==> src/rtl/arwc_pkg.sv <==
`timescale 1ns / 1ps
// ----------------------------------------------------------------------------
// arwc_pkg
// Shared sizes, verdict codes and controller command type for the
// anti-replay window checker.
// ----------------------------------------------------------------------------
package arwc_pkg;

  localparam int SOURCES     = 256;
  localparam int WIN_W       = 64;
  localparam int ID_W        = 8;
  localparam int NONCE_W     = 64;
  localparam int VERDICT_W   = 2;
  localparam int ADDR_W      = $clog2(SOURCES);
  localparam int SH_W        = $clog2(WIN_W);
  localparam int ENTRY_W     = NONCE_W + WIN_W;

  typedef enum logic [VERDICT_W-1:0] {
    VERDICT_FRESH      = 2'd0,
    VERDICT_BAD_SOURCE = 2'd1,
    VERDICT_TOO_OLD    = 2'd2,
    VERDICT_DUPLICATE  = 2'd3
  } verdict_t;

  // controller -> datapath commands
  typedef struct packed {
    logic load;  // capture request, launch entry read
    logic cmp;   // compare nonce against stored highest
    logic upd;   // decide, write entry back, load result register
  } arwc_cmd_t;

endpackage

==> src/rtl/arwc_ctrl.sv <==
`timescale 1ns / 1ps
// ----------------------------------------------------------------------------
// arwc_ctrl
// Request sequencer: accept, compare, update, and result valid tracking.
// ----------------------------------------------------------------------------
module arwc_ctrl (
  input  logic                clk,
  input  logic                rst_n,
  input  logic                in_valid,
  output logic                in_stall,
  output logic                out_valid,
  input  logic                out_stall,
  output arwc_pkg::arwc_cmd_t cmd
);

  import arwc_pkg::*;

  typedef enum logic [2:0] {
    ST_IDLE = 3'b001,
    ST_CMP  = 3'b010,
    ST_UPD  = 3'b100
  } state_t;

  state_t state_r, state_nxt;
  logic   out_valid_r, out_valid_nxt;
  logic   in_take;
  logic   upd_go;

  assign in_stall = (state_r != ST_IDLE);
  assign in_take  = in_valid && !in_stall;
  // result register must be free (or draining this cycle)
  assign upd_go   = (state_r == ST_UPD) && (!out_valid_r || !out_stall);

  always_comb begin
    state_nxt = state_r;
    unique case (state_r)
      ST_IDLE: if (in_take) state_nxt = ST_CMP;
      ST_CMP:  state_nxt = ST_UPD;
      ST_UPD:  if (upd_go) state_nxt = ST_IDLE;
      default: state_nxt = ST_IDLE;
    endcase
  end

  always_comb begin
    out_valid_nxt = out_valid_r;
    if (upd_go) begin
      out_valid_nxt = 1'b1;
    end else if (!out_stall) begin
      out_valid_nxt = 1'b0;
    end
  end

  always_ff @(posedge clk) begin
    if (!rst_n) begin
      state_r     <= ST_IDLE;
      out_valid_r <= 1'b0;
    end else begin
      state_r     <= state_nxt;
      out_valid_r <= out_valid_nxt;
    end
  end

  assign cmd.load  = in_take;
  assign cmd.cmp   = (state_r == ST_CMP);
  assign cmd.upd   = upd_go;
  assign out_valid = out_valid_r;

  a_take_to_cmp: assert property (@(posedge clk) disable iff (!rst_n)
    in_take |=> state_r == ST_CMP)
    else $error("accepted request did not move to compare");

  a_cmp_to_upd: assert property (@(posedge clk) disable iff (!rst_n)
    state_r == ST_CMP |=> state_r == ST_UPD)
    else $error("compare did not advance to update");

  a_upd_result: assert property (@(posedge clk) disable iff (!rst_n)
    upd_go |=> out_valid_r && state_r == ST_IDLE)
    else $error("update did not present a result");

endmodule

==> config.mk <==
export PLATFORM = sky130hd
export DESIGN_NAME = arwc_ctrl
export DESIGN_NICKNAME = d
export VERILOG_FILES = /design/src/rtl/arwc_pkg.sv /design/src/rtl/arwc_ctrl.sv
export SDC_FILE = /design/constraint.sdc
export NUM_CORES = 1
export LEC_CHECK = 0
export ABC_AREA = 1
export BUFFER_PORTS_ARGS = -buffer_cell sky130_fd_sc_hd__buf_4
export CELL_PAD_IN_SITES_DETAIL_PLACEMENT = 2
export CELL_PAD_IN_SITES_GLOBAL_PLACEMENT = 2
export CORE_AREA = 2 2 39 41
export DETAILED_ROUTE_END_ITERATION = 16
export DIE_AREA = 0 0 41 43
export GPL_TIMING_DRIVEN = 0
export PLACE_DENSITY_LB_ADDON = 0.1
export SLEW_MARGIN = 20
export SYNTH_ARGS = -nofsm -noshare
export SYNTH_HDL_FRONTEND = slang
export SYNTH_SLANG_ARGS = --single-unit
==> constraint.sdc <==
create_clock -name clk -period 0.85 [get_ports clk]
set_input_delay 0 -clock clk [delete_from_list [all_inputs] [get_ports clk]]
set_output_delay 0 -clock clk [all_outputs]
set_load 0.02 [all_outputs]
== Word-level counts from Yosys, hierarchy flattened ==
Cells that the tools add are included.

* Word-level logic and storage cells: 21
* Register bits: 4
* Input port bits: 4
* Output and inout bits: 5

* Equal/unequal tests: 7
* Muxes and demuxes: 5
* Reductions and logical operators: 7

{| class="wikitable"
|+ Operator list
! operator !! count
|-
| $pmux 3 s3 || 1
|-
| $mux 3 || 2
|-
| $ne 2x2->1 const B || 2
|-
| $eq 3x1->1 const B || 1
|-
| $eq 3x2->1 const B || 1
|-
| $eq 3x3->1 const B || 1
|-
| $logic_not 1->1 || 3
|-
| $ne 3x1->1 const B || 1
|-
| $logic_and 1x1->1 || 2
|-
| $mux 1 || 2
|-
| $ne 2x1->1 const B || 1
|-
| $reduce_and 2->1 || 1
|-
| $logic_or 1x1->1 || 1
|}

== Longest topological paths before layout ==
Gate-level depths: netlist of the first run.

* Depth after elaboration: 5
* Depth in mapped cells: 5
* Mapped depth without buffers: 5

== Worst setup path before layout of the first run ==
Ideal clock, no wire load.

* Kind: register to register
* Start point: register out_valid_r, in the netlist out_valid
* End point: register state_r[0]
* Data required time: 0.733 ns
* Buffers on the path: 0
* Period minus slack after synthesis: 0.898 ns
* Setup slack: -0.048 ns
* Cell stages (with the launch flop): 6
* Library setup time: 0.117 ns
* Arrival time: 0.781 ns
* Path through: dfxtp_1 nand2_1 inv_1 nand3_2 nand3_2 nand3_2

* Cells in the longest elaborated chain, start to end: 5

{| class="wikitable"
|+ RTL lines
! item !! RTL line !! RTL
|-
| start: declaration || arwc_ctrl.sv:25 || <nowiki>logic out_valid_r, out_valid_nxt;</nowiki>
|-
| start signal: assignment || arwc_ctrl.sv:59 || <nowiki>out_valid_r <= out_valid_nxt;</nowiki>
|-
| $logic_not 1->1 || arwc_ctrl.sv:32 || <nowiki>assign upd_go = (state_r == ST_UPD) && (!out_valid_r || !out_stall);</nowiki>
|-
| $logic_or 1x1->1 || arwc_ctrl.sv:32 ||
|-
| $logic_and 1x1->1 || arwc_ctrl.sv:32 ||
|-
| $ne 2x2->1 (no line) || -- ||
|-
| $reduce_and 2->1 (no line) || -- ||
|-
| end signal: assignment || arwc_ctrl.sv:58 || <nowiki>state_r <= state_nxt;</nowiki>
|-
| end: declaration || arwc_ctrl.sv:24 || <nowiki>state_t state_r, state_nxt;</nowiki>
|}

No other way between the ends.
A chain may end at the register's enable or synchronous reset.

== Worst setup path after layout of the first run ==
* Start point: register state_r[1]
* End point: output port in_stall

* Cells in the longest elaborated chain, start to end: 1

{| class="wikitable"
|+ RTL lines
! item !! RTL line !! RTL
|-
| $ne 3x1->1 || arwc_ctrl.sv:29 || <nowiki>assign in_stall = (state_r != ST_IDLE);</nowiki>
|-
| end: declaration || arwc_ctrl.sv:10 || <nowiki>output logic in_stall,</nowiki>
|}

No other way between the ends.

==> impl_results.md, run 1 <==
* Outcome: finished with violations
* Violated checks: setup timing
* DRC Markers at 0
* Peak VDD IR at about 430 uV
* Core area at about 1400 um2
* Max Fclk at 0.956 GHz
* Final min period at 1.05 ns
* Met3 wire length at 37 um
* Final Skew at 0.0000930 ns
* Reg area at 90.1 um2
* Effective utilization at floorplan at 15.9%
* Die Y at around 43 um
* Drt first pass iters at 1
* Final Util at 32.9%
* Wl on met1 at 203 um
* Mapped Cells at 27
* Clock buffer count from CTS at 3
* Pwr Density at 1560 nW/um2
* Required time of the critical path at 0.85 ns
* Slack of the critical path at -0.196 ns
* Share of cells above drive strength 1 at 82.2%
* Fillers at 156
* Power, Total at just over 0.0007 W
* Post-synth net total at 31
* Post-DP HPWL at 455 um
* Floorplan row count at 14
* Measured slew at the worst slew-check pin at 0.193 ns
* IO Pins at 9
* CP Capture Type: output pin
* DR vias at between 200 and 250
* RSZ-0062 raised after global routing: yes
* Gr ovfl total at 0
* Most frequent cells in the layout: 9 x buf_4, 7 x buf_6, 5 x inv_1
* CTS Root Cell: clkbuf_4
* All-Layer GR Usage at about an eighth
* Clk slew on worst S/H paths at 0.04 ns
* Syn Std Cell Area at ~220 um2
* Commonest non-fill, non-tap cell in the layout: buf_4
* Largest net degree at the start of global routing at 5
* Register area share after synthesis at 36.4%
* Latest clock arrival within the worst-skew pair at 0.25 ns
* Sink Count at 4
* Rel. slew slack at 87.1%
* Crit path max fanout at 3
* Yosys top cell area share at 36.4%
* First DRT Iteration DRCs at 0
* Area of the multi-input gates at 144 um2
* Vias in the first global route at 297
* Antenna Nets Post-Route at 0
* Maxcap violations at 0
* Routed length per placed instance at between 10 and 15 um
* Final setup viols at 7
* Die ar. at 1760 um2
* Die Width at 41 um
* Hold Crit Depth at 3
* Hold Crit Class: primary input to register
* Worst Setup Path Type: register to output pin
* Number of I/O port buffers at 8
* H-Tree Level Count at 1
* Clock buffer depth at 2
* Cell taking the most area after synthesis: dfxtp_1
* Max-slew violation count at 0
* LEAKAGE at 0.215 nW
* Final Hold Fails at 0
* Metal2 WL at 521 um
* Crit share post-route at 123%
* Yosys reg bits at 4
* Initial antenna violation count at 0
* GPL Wtd Cong at 0.678
* Average size of a mapped cell at 8.16 um2
* R2r worst-path depth at 5
* Synth area leaders: dfxtp_1 36%, nand3_2 18%, inv_1 10%, buf_4 6.8%, nor2_2 5.7%
* Final #Nets at 51
* Area grow syn2layout at 107%
* Synth cell types at 12
* CP arrival at 1.05 ns
* Vias/cell at 4.05
* ANT cells at 0
* Critical Path Start Type: register
* TritonCTS clock tree: built
* Synth warn at 0
* Uppermost layer routed: met4
* First-pass GRT wire length at 1250 um
* Drt total wl at 781 um
[path summary, 6_finish.rpt]
path / end / startpoint / slack [ns]
setup / recovery: in_stall / state_r[1]$_SDFFE_PN0P_ / -0.20
hold / removal: state_r[1]$_SDFFE_PN0P_ / in_valid / 0.05
setup reg to reg: state_r[1]$_SDFFE_PN0P_ / state_r[1]$_SDFFE_PN0P_ / -0.18
hold reg to reg: out_valid$_SDFFE_PN0P_ / out_valid$_SDFFE_PN0P_ / 0.52
[stage by stage]
| stage | TNS, ns | std cells | area (um2) | worst slack (ns) | hold WS (ns) |
|---|---|---|---|---|---|
| 6_report | -1.15 | 61 | 455 | -0.196 | 0.0500 |
| 5_1_grt | -1.44 | 61 | 455 | -0.227 | 0.0591 |
| 4_1_cts | -1.05 | 60 | 437 | -0.188 | 0.0632 |
| 3_5_place_dp | -0.103 | 51 | 307 | -0.0703 | 0.207 |
| 3_3_place_gp | -0.0972 | 51 | 307 | -0.0688 | 0.199 |
| 2_1_floorplan | 0 | 27 | 226 | 0.0139 | 0.0725 |
[layer usage]
metal  global-route usage (%)  vias to the layer above
met5                        0                        -
met4                     12.0                        0
met3                     3.14                        2
met2                     20.6                        7
met1                     8.97                      119
li1                         -                      119
[cell type report]
cell class | count | share of cell area [%]
Timing Repair Buffer | 17 | 34.3
Clock buffer | 3 | 4.95
Sequential cell | 4 | 19.8
Inverter | 6 | 4.95
Tap cell | 16 | 4.40
Multi-Input combinational cell | 15 | 31.6
[worst max-delay path: stages, from the launching register on]
cell and delay [ns]:
dfxtp_4 0.36, nor2_4 0.14, nand2_4 0.07, buf_6 0.11, buf_6 0.12
[cell usage after synthesis]
cell	n
buf_4	2
a21oi_1	1
nor2_1	2
nand2_1	2
nor2_2	2
nand3_2	4
dfxtp_1	4
nor3_2	1
nand3_1	1
inv_1	6
nand2_2	1
a21oi_2	1
[kinds of logic (layout without fill, tap and decap cells)]
logic type	Yosys count	in the layout	share of synthesized area (%)
AOI/OAI and AO/OA	2	2	6.25
buffers and inverters	8	26	17.0
DFF	4	4	36.4
and+or+nand+nor	13	13	40.3
[what timing repair did]
item,4_1_cts,5_1_grt
endpoints found under the setup margin,5,8
endpoints found under the hold margin,1,0
hold buffers,1,0
buffers inserted,7,1
gates resized for setup,19,2
pin swaps,5,3
[power by group]
| part | switching (W) | internal, W | total (W) |
|---|---|---|---|
| Sequential | 0.0000191 | 0.000201 | 0.000220 |
| Combinational | 0.000105 | 0.000132 | 0.000237 |
| Clock | 0.0000953 | 0.000159 | 0.000254 |
| Total | 0.000219 | 0.000492 | 0.000711 |
[registers in the layout, indices dropped and copies added (netlist names)]
signal and flops:
out_valid 1, state_r 3
Note: power is estimated with default switching activity, not from simulation.
==> run 2: changes to the inputs <==
==> constraint.sdc (replaced) <==
create_clock -name clk -period 0.85 [get_ports clk]
set_input_delay 0.17 -clock clk [delete_from_list [all_inputs] [get_ports clk]]
set_output_delay 0.17 -clock clk [all_outputs]
set_load 0.02 [all_outputs]
==> impl_results.md, run 2 (same netlist as run 1, synthesis figures left out) <==
* Max Fclk at 0.834 GHz (was 0.956 GHz)
* Rel. slew slack at 84.9% (was 87.1%)
* Share of cells above drive strength 1 at 88.9% (was 82.2%)
* CP max-delay cell: dfxtp_2 (was dfxtp_4)
* Commonest non-fill, non-tap cell in the layout: buf_6 (was buf_4)
* First DRT Iteration DRCs at 0 (unchanged)
* Final Skew at 0.00267 ns (was 0.0000930 ns)
* Max-slew violation count at 0 (unchanged)
* Power, Total at 0.000698 W (was 0.000711 W)
* Clock buffer count from CTS at 3 (unchanged)
* Gr ovfl total at 0 (unchanged)
* Initial antenna violation count at 0 (unchanged)
* CP arrival at 1.03 ns (was 1.05 ns)
* Clk slew on worst S/H paths at 0.04 ns (about the same)
* Most frequent cells in the layout: 9 x buf_6, 8 x buf_4 (was 9 x buf_4, 7 x buf_6, 5 x inv_1)
* Die Width at 41 um (unchanged)
* Crit path max fanout at 2 (was 3)
* DR vias at 245 (was 247)
* Internal power at 0.000492 W (about the same)
* Sink Count at 4 (unchanged)
* RSZ-0062 raised after global routing: yes (unchanged)
* Slack of the critical path at -0.349 ns (was -0.196 ns)
* Largest net degree at the start of global routing at 5 (unchanged)
* Sw Ratio at 29.6% (was 30.8%)
* Crit share post-route at 141% (was 123%)
* Post-DP HPWL at 438 um (was 455 um)
* Pwr Density at 1470 nW/um2 (was 1560 nW/um2)
* Effective utilization at floorplan at 15.9% (unchanged)
* Floorplan row count at 14 (unchanged)
* DRC Markers at 0 (unchanged)
* WP buf/inv at 2 (unchanged)
* Die ar. at 1760 um2 (unchanged)
* Net Switching at 0.000207 W (was 0.000219 W)
* Hold Crit Class: primary input to register (unchanged)
* Final Hold Fails at 0 (unchanged)
* Final #Nets at 51 (unchanged)
* GPL Wtd Cong at 0.667 (was 0.678)
* Worst slack on hold paths at 0.120 ns (was 0.0500 ns)
* Core area at 1380 um2 (unchanged)
* Vias/cell at 4.02 (was 4.05)
* Final min period at 1.20 ns (was 1.05 ns)
* Area grow syn2layout at 115% (was 107%)
* Antenna Nets Post-Route at 0 (unchanged)
* IO Pins at 9 (unchanged)
* CP top delay family: flip-flops (unchanged)
* Outcome: finished with violations (unchanged)
* Maxcap violations at 0 (unchanged)
* H-Tree Level Count at 1 (unchanged)
* Clock network power share at 33.7% (was 35.8%)
* Clock buffer depth at 2 (unchanged)
* Number of I/O port buffers at 8 (unchanged)
* Pre-CTS worst setup slack at -0.205 ns (was -0.0703 ns)
* Die Y at 43 um (unchanged)
* CP Capture Type: output pin (unchanged)
* Drt total wl at 777 um (was 781 um)
* Crit path cell chain: nand2_1, inv_1, nor2_4, buf_6 (was nor2_4, nand2_4, buf_6, buf_6)
* Combinational share of power at 34.5% (was 33.3%)
* Sequential Power Share at 31.8% (was 30.9%)
* Crit path largest cell delay at 0.32 ns (was 0.36 ns)
* Latest clock arrival within the worst-skew pair at 0.24 ns (was 0.25 ns)
* Peak VDD IR at 899 uV (was 432 uV)
* TritonCTS clock tree: built (unchanged)
* First-pass GRT wire length at 1140 um (was 1250 um)
* Measured slew at the worst slew-check pin at 0.226 ns (was 0.193 ns)
* Final setup viols at 8 (was 7)
* Violated checks: setup timing (unchanged)
* Max reg flops at 3 (unchanged)
* All-Layer GR Usage at 10.7% (was 11.8%)
* Worst Setup Path Type: register to output pin (unchanged)
* Critical Path Start Type: register (unchanged)
* # hold bufs at CTS at 0 (was 1)
* Biggest register: state_r (unchanged)
* Drt first pass iters at 1 (unchanged)
* CTS Root Cell: clkbuf_4 (unchanged)
* ANT cells at 0 (unchanged)
* Routed length per placed instance at 12.7 um (was 12.8 um)
* LEAKAGE at 0.218 nW (was 0.215 nW)
* Required time of the critical path at 0.68 ns (was 0.85 ns)
* Fillers at 158 (was 156)
* Vias in the first global route at 265 (was 297)
==> run 2: changes by cell type in the layout (fill, tap and decap cells not counted) <==
cell	change
dfxtp_4	+1
nor2_4	+1
dlygate4sd3_1	-1
buf_6	+2
dfxtp_2	-1
inv_2	+2
inv_1	-2
nor3_2	-1
nor2_2	-1
buf_4	-1
nor3_4	+1
==> run 2: worst reg2reg max path, delay by kind of cell (launching register included) <==
family        cells  cell delay, ns
flops             1            0.36
simple gates      4            0.30
buf+inv           3            0.34
==> run 2: cell type report <==
class	count	area, um2	area share [%]
inverters	6	22.5	4.75
multi-input cells	15	155	32.7
repair buffers	17	161	34.0
well taps	16	20.0	4.22
clock buffers	3	22.5	4.75
flip-flops and latches	4	92.6	19.5
==> run 2: metal layers <==
metal,track usage (%),share of wire (%),vias up
met5,0,0,-
met4,4.00,0,0
met3,6.81,6.3,0
met2,19.1,67,8
met1,8.39,27,120
li1,-,-,117
==> run 2: power by group through the flow <==
stage	clock, W	sequential, W	combinational, W
2_1_floorplan	0	0.000220	0.0000908
3_3_place_gp	0	0.000223	0.000134
3_5_place_dp	0	0.000223	0.000136
4_1_cts	0.000247	0.000221	0.000218
5_1_grt	0.000262	0.000224	0.000256
6_report	0.000235	0.000222	0.000241
==> run 2: path summary, 6_finish.rpt <==
path | startpoint | end | slack, ns | cells past startpoint
worst max-delay path | out_valid$_SDFFE_PN0P_ | cmd[0] | -0.35 | 4
worst min-delay path | rst_n | state_r[0]$_SDFFE_PN1P_ | 0.12 | 2
worst max register to register | state_r[1]$_SDFFE_PN0P_ | state_r[0]$_SDFFE_PN1P_ | -0.26 | 7
worst min register to register | out_valid$_SDFFE_PN0P_ | out_valid$_SDFFE_PN0P_ | 0.54 | 2
==> run 2: per-stage QoR <==
step                instances  area, um2  TNS (ns)  utilization [%]
finish                     61        474     -1.91             34.3
global route               61        474     -2.25             34.3
CTS                        59        433     -1.78             31.3
detailed placement         51        314    -0.536             22.7
global placement           51        314    -0.539             22.7
floorplan                  27        234    -0.167                -
==> run 2: timing repair <==
| action | 4_1_cts | 5_1_grt |
|---|---|---|
| setup buffers | 7 | 3 |
| endpoints found under the setup margin | 6 | 9 |
| resized for setup | 19 | 7 |
| pin swaps | 6 | 3 |
| hold endpoints to repair | 0 | 0 |
==> run 3: changes to the inputs <==
--- a/config.mk
+++ b/config.mk
@@ -5,7 +5,6 @@
 export SDC_FILE = /design/constraint.sdc
 export NUM_CORES = 1
 export LEC_CHECK = 0
-export ABC_AREA = 1
 export BUFFER_PORTS_ARGS = -buffer_cell sky130_fd_sc_hd__buf_4
 export CELL_PAD_IN_SITES_DETAIL_PLACEMENT = 2
 export CELL_PAD_IN_SITES_GLOBAL_PLACEMENT = 2
==> impl_results.md, run 3 <==
* CP Capture Type: output pin (unchanged)
* Violated checks: setup timing (unchanged)
* First DRT Iteration DRCs at 3 (was 0)
* Cell taking the most area after synthesis: dfxtp_1 (unchanged)
* Routed length per placed instance at 13.8 um (was 12.7 um)
* Largest family of logic cells by synthesized area: simple AND/OR/NAND/NOR gates (unchanged)
* Core area at 1380 um2 (unchanged)
* Post-DP HPWL at 455 um (was 438 um)
* Fin area at 392 um2 (was 474 um2)
* Die ar. at 1760 um2 (unchanged)
* Yosys reg bits at 4 (unchanged)
* Synth cell types at 14 (was 12)
* Measured slew at the worst slew-check pin at 0.165 ns (was 0.226 ns)
* Compound-Gate Fraction of Synth Area at 16.4% (was 6.25%)
* LEAKAGE at 0.156 nW (was 0.218 nW)
* Drt first pass iters at 2 (was 1)
* H-Tree Level Count at 1 (unchanged)
* Gr ovfl total at 0 (unchanged)
* Placed instance area at 285 um2 (was 314 um2)
* Non-Filler Instances at 52 (was 61)
* Clk slew on worst S/H paths at 0.04 ns (about the same)
* Share of cells above drive strength 1 at 80.6% (was 88.9%)
* Biggest register: state_r (unchanged)
* Effective utilization at floorplan at 14.4% (was 15.9%)
* Reg2reg end: state_r[0]$_SDFFE_PN1P_ (unchanged)
* Number of I/O port buffers at 8 (unchanged)
* Post-synth ARST share at 0% (unchanged)
* Rel. slew slack at 88.9% (was 84.9%)
* Most frequent cells after synthesis: 4 x dfxtp_1, 2 x buf_4, 2 x nand2_1, 2 x nand2b_1, 2 x nor2_1 (was 6 x inv_1, 4 x dfxtp_1, 4 x nand3_2)
* GPL Wtd Cong at 0.631 (was 0.667)
* Average size of a mapped cell at 9.47 um2 (was 8.16 um2)
* Latest clock arrival within the worst-skew pair at 0.24 ns (about the same)
* Count leader, synth: dfxtp_1 (was inv_1)
* Drt total wl at 717 um (was 777 um)
* Placed Instances at 45 (was 51)
* Outcome: finished with violations (unchanged)
* Antenna Nets Post-Route at 0 (unchanged)
* CP endpoint: cmd[0] (unchanged)
* Post-synth net total at 25 (was 31)
* Final #Nets at 42 (was 51)
* DRC Markers at 0 (unchanged)
* Syn Std Cell Area at 199 um2 (was 220 um2)
* TritonCTS clock tree: built (unchanged)
* Mapped Cells at 21 (was 27)
* Critical Path Start Type: register (unchanged)
* Final min period at 1.41 ns (was 1.20 ns)
* Yosys top cell area share at 40.3% (was 36.4%)
* DR vias at 222 (was 245)
* Worst r2r src: state_r[0]$_SDFFE_PN1P_ (was state_r[1]$_SDFFE_PN0P_)
* Max Fclk at 0.711 GHz (was 0.834 GHz)
* Vias in the first global route at 261 (was 265)
* ANT cells at 0 (unchanged)
* Main flop type after synthesis: dfxtp_1 (unchanged)
* Crit path max fanout at 2 (unchanged)
* Peak VDD IR at 672 uV (was 899 uV)
* Crit share post-route at 165% (was 141%)
* Hold Crit Start: rst_n (unchanged)
* R2r setup slk at -0.50 ns (was -0.26 ns)
* Die Width at 41 um (unchanged)
* Die Y at 43 um (unchanged)
* Synth warn at 0 (unchanged)
* Hold Crit Class: primary input to register (unchanged)
* Register area share after synthesis at 40.3% (was 36.4%)
* Final Hold Fails at 0 (unchanged)
* Worst Setup Path Type: register to output pin (unchanged)
* Synth area leaders: dfxtp_1 40%, buf_4 7.5%, nand2b_1 6.3%, a21boi_2 5.7%, and3_4 5.7% (was dfxtp_1 36%, nand3_2 18%, inv_1 10%, buf_4 6.8%, nor2_2 5.7%)
* Synth Area in Adders at 0% (unchanged)
* Sink Count at 4 (unchanged)
* Final Skew at 0.00199 ns (was 0.00267 ns)
* CP arrival at 1.24 ns (was 1.03 ns)
* Pwr Density at 1410 nW/um2 (was 1470 nW/um2)
* Max-slew violation count at 0 (unchanged)
* Hold Crit Depth at 2 (unchanged)
* Synth Area in Simple Gates at 35.8% (was 40.3%)
* Area grow syn2layout at 96.9% (was 115%)
* Max reg flops at 3 (unchanged)
* Critical Path Source: state_r[0]$_SDFFE_PN1P_ (was out_valid$_SDFFE_PN0P_)
* Initial antenna violation count at 0 (unchanged)
* RSZ-0062 raised after global routing: yes (unchanged)
* Vias/cell at 4.27 (was 4.02)
* Floorplan row count at 14 (unchanged)
* All-Layer GR Usage at 11.0% (was 10.7%)
* Slack of the critical path at -0.556 ns (was -0.349 ns)
* First-pass GRT wire length at 1160 um (was 1140 um)
* # hold bufs at CTS at 0 (unchanged)
* CTS Root Cell: clkbuf_4 (unchanged)
* Most frequent cells in the layout: 7 x buf_4, 7 x buf_6, 3 x clkbuf_4 (was 9 x buf_6, 8 x buf_4)
* Post-synthesis mux area share at 0% (unchanged)
* Largest net degree at the start of global routing at 5 (unchanged)
* Clock buffer count from CTS at 3 (unchanged)
* IO Pins at 9 (unchanged)
* R2r worst-path depth at 6 (was 7)
* Clock buffer depth at 2 (unchanged)
* Maxcap violations at 0 (unchanged)
* Post-synthesis xor/xnor area fraction at 0% (unchanged)
* Final setup viols at 8 (unchanged)
* Post-synth EDFFs at 0 (unchanged)
* Required time of the critical path at 0.68 ns (about the same)
## run 3: cell count changes after synthesis, sizes merged
cell / before / now
nor2: 4 / 3
a21boi: 0 / 1
and2: 0 / 1
nor3: 1 / 0
or3b: 0 / 1
nand3: 5 / 0
nand4b: 0 / 1
nand2: 3 / 2
and3: 0 / 1
inv: 6 / 0
nand2b: 0 / 2
o31ai: 0 / 1
## run 3: repair_timing
action                     4_1_cts  5_1_grt
resized for setup               10        6
setup endpoints to repair        8        9
buffers inserted                 5        3
pin swaps                        2        4
## run 3: cell families after synthesis
family	after synthesis
compound gates	4
simple gates	11
buf+inv	2
flops	4
## run 3: critical path: stages, from the launching register on
cell     delay (ns)
dfxtp_4        0.34
or3b_4         0.40
a21oi_2        0.13
buf_6          0.13
## run 3: power by group
part	switching, W	internal [W]	total (W)
logic	0.0000495	0.0000603	0.000110
clock network	0.0000827	0.000158	0.000241
registers	0.00000864	0.000194	0.000202
total	0.000141	0.000412	0.000553
## run 3: stage by stage
| step | setup TNS, ns | utilization [%] | power (W) | hold WS, ns | setup WS (ns) |
|---|---|---|---|---|---|
| floorplan | -0.532 | - | 0.000254 | 0.241 | -0.276 |
| global placement | -0.972 | 20.6 | 0.000293 | 0.375 | -0.426 |
| detailed placement | -0.994 | 20.6 | 0.000294 | 0.380 | -0.419 |
| CTS | -2.56 | 27.3 | 0.000551 | 0.126 | -0.567 |
| global route | -2.95 | 28.3 | 0.000582 | 0.134 | -0.601 |
| finish | -2.56 | 28.3 | 0.000553 | 0.125 | -0.556 |
## run 3: worst min-delay path by stage
stage | slack [ns] | end
after global placement | 0.37 | state_r[0]$_SDFFE_PN1P_
after global routing | 0.13 | state_r[0]$_SDFFE_PN1P_
after detailed placement | 0.38 | state_r[0]$_SDFFE_PN1P_
final | 0.12 | state_r[0]$_SDFFE_PN1P_
after floorplan | 0.24 | state_r[0]$_SDFFE_PN1P_
after CTS | 0.13 | state_r[0]$_SDFFE_PN1P_
## run 3: routing by layer
metal | GRT usage, % | part of all wire [%]
met1 | 10.4 | 33
met2 | 16.3 | 56
met3 | 2.09 | 5.2
met4 | 14.0 | 5.7
met5 | 0 | 0
## run 3: layout make-up
class                   count  area [um2]
plain buffers               1        7.51
flip-flops and latches      4        90.1
repair buffers             13         124
multi-input cells          15         128
fillers                   160         992
well taps                  16        20.0
clock buffers               3        22.5
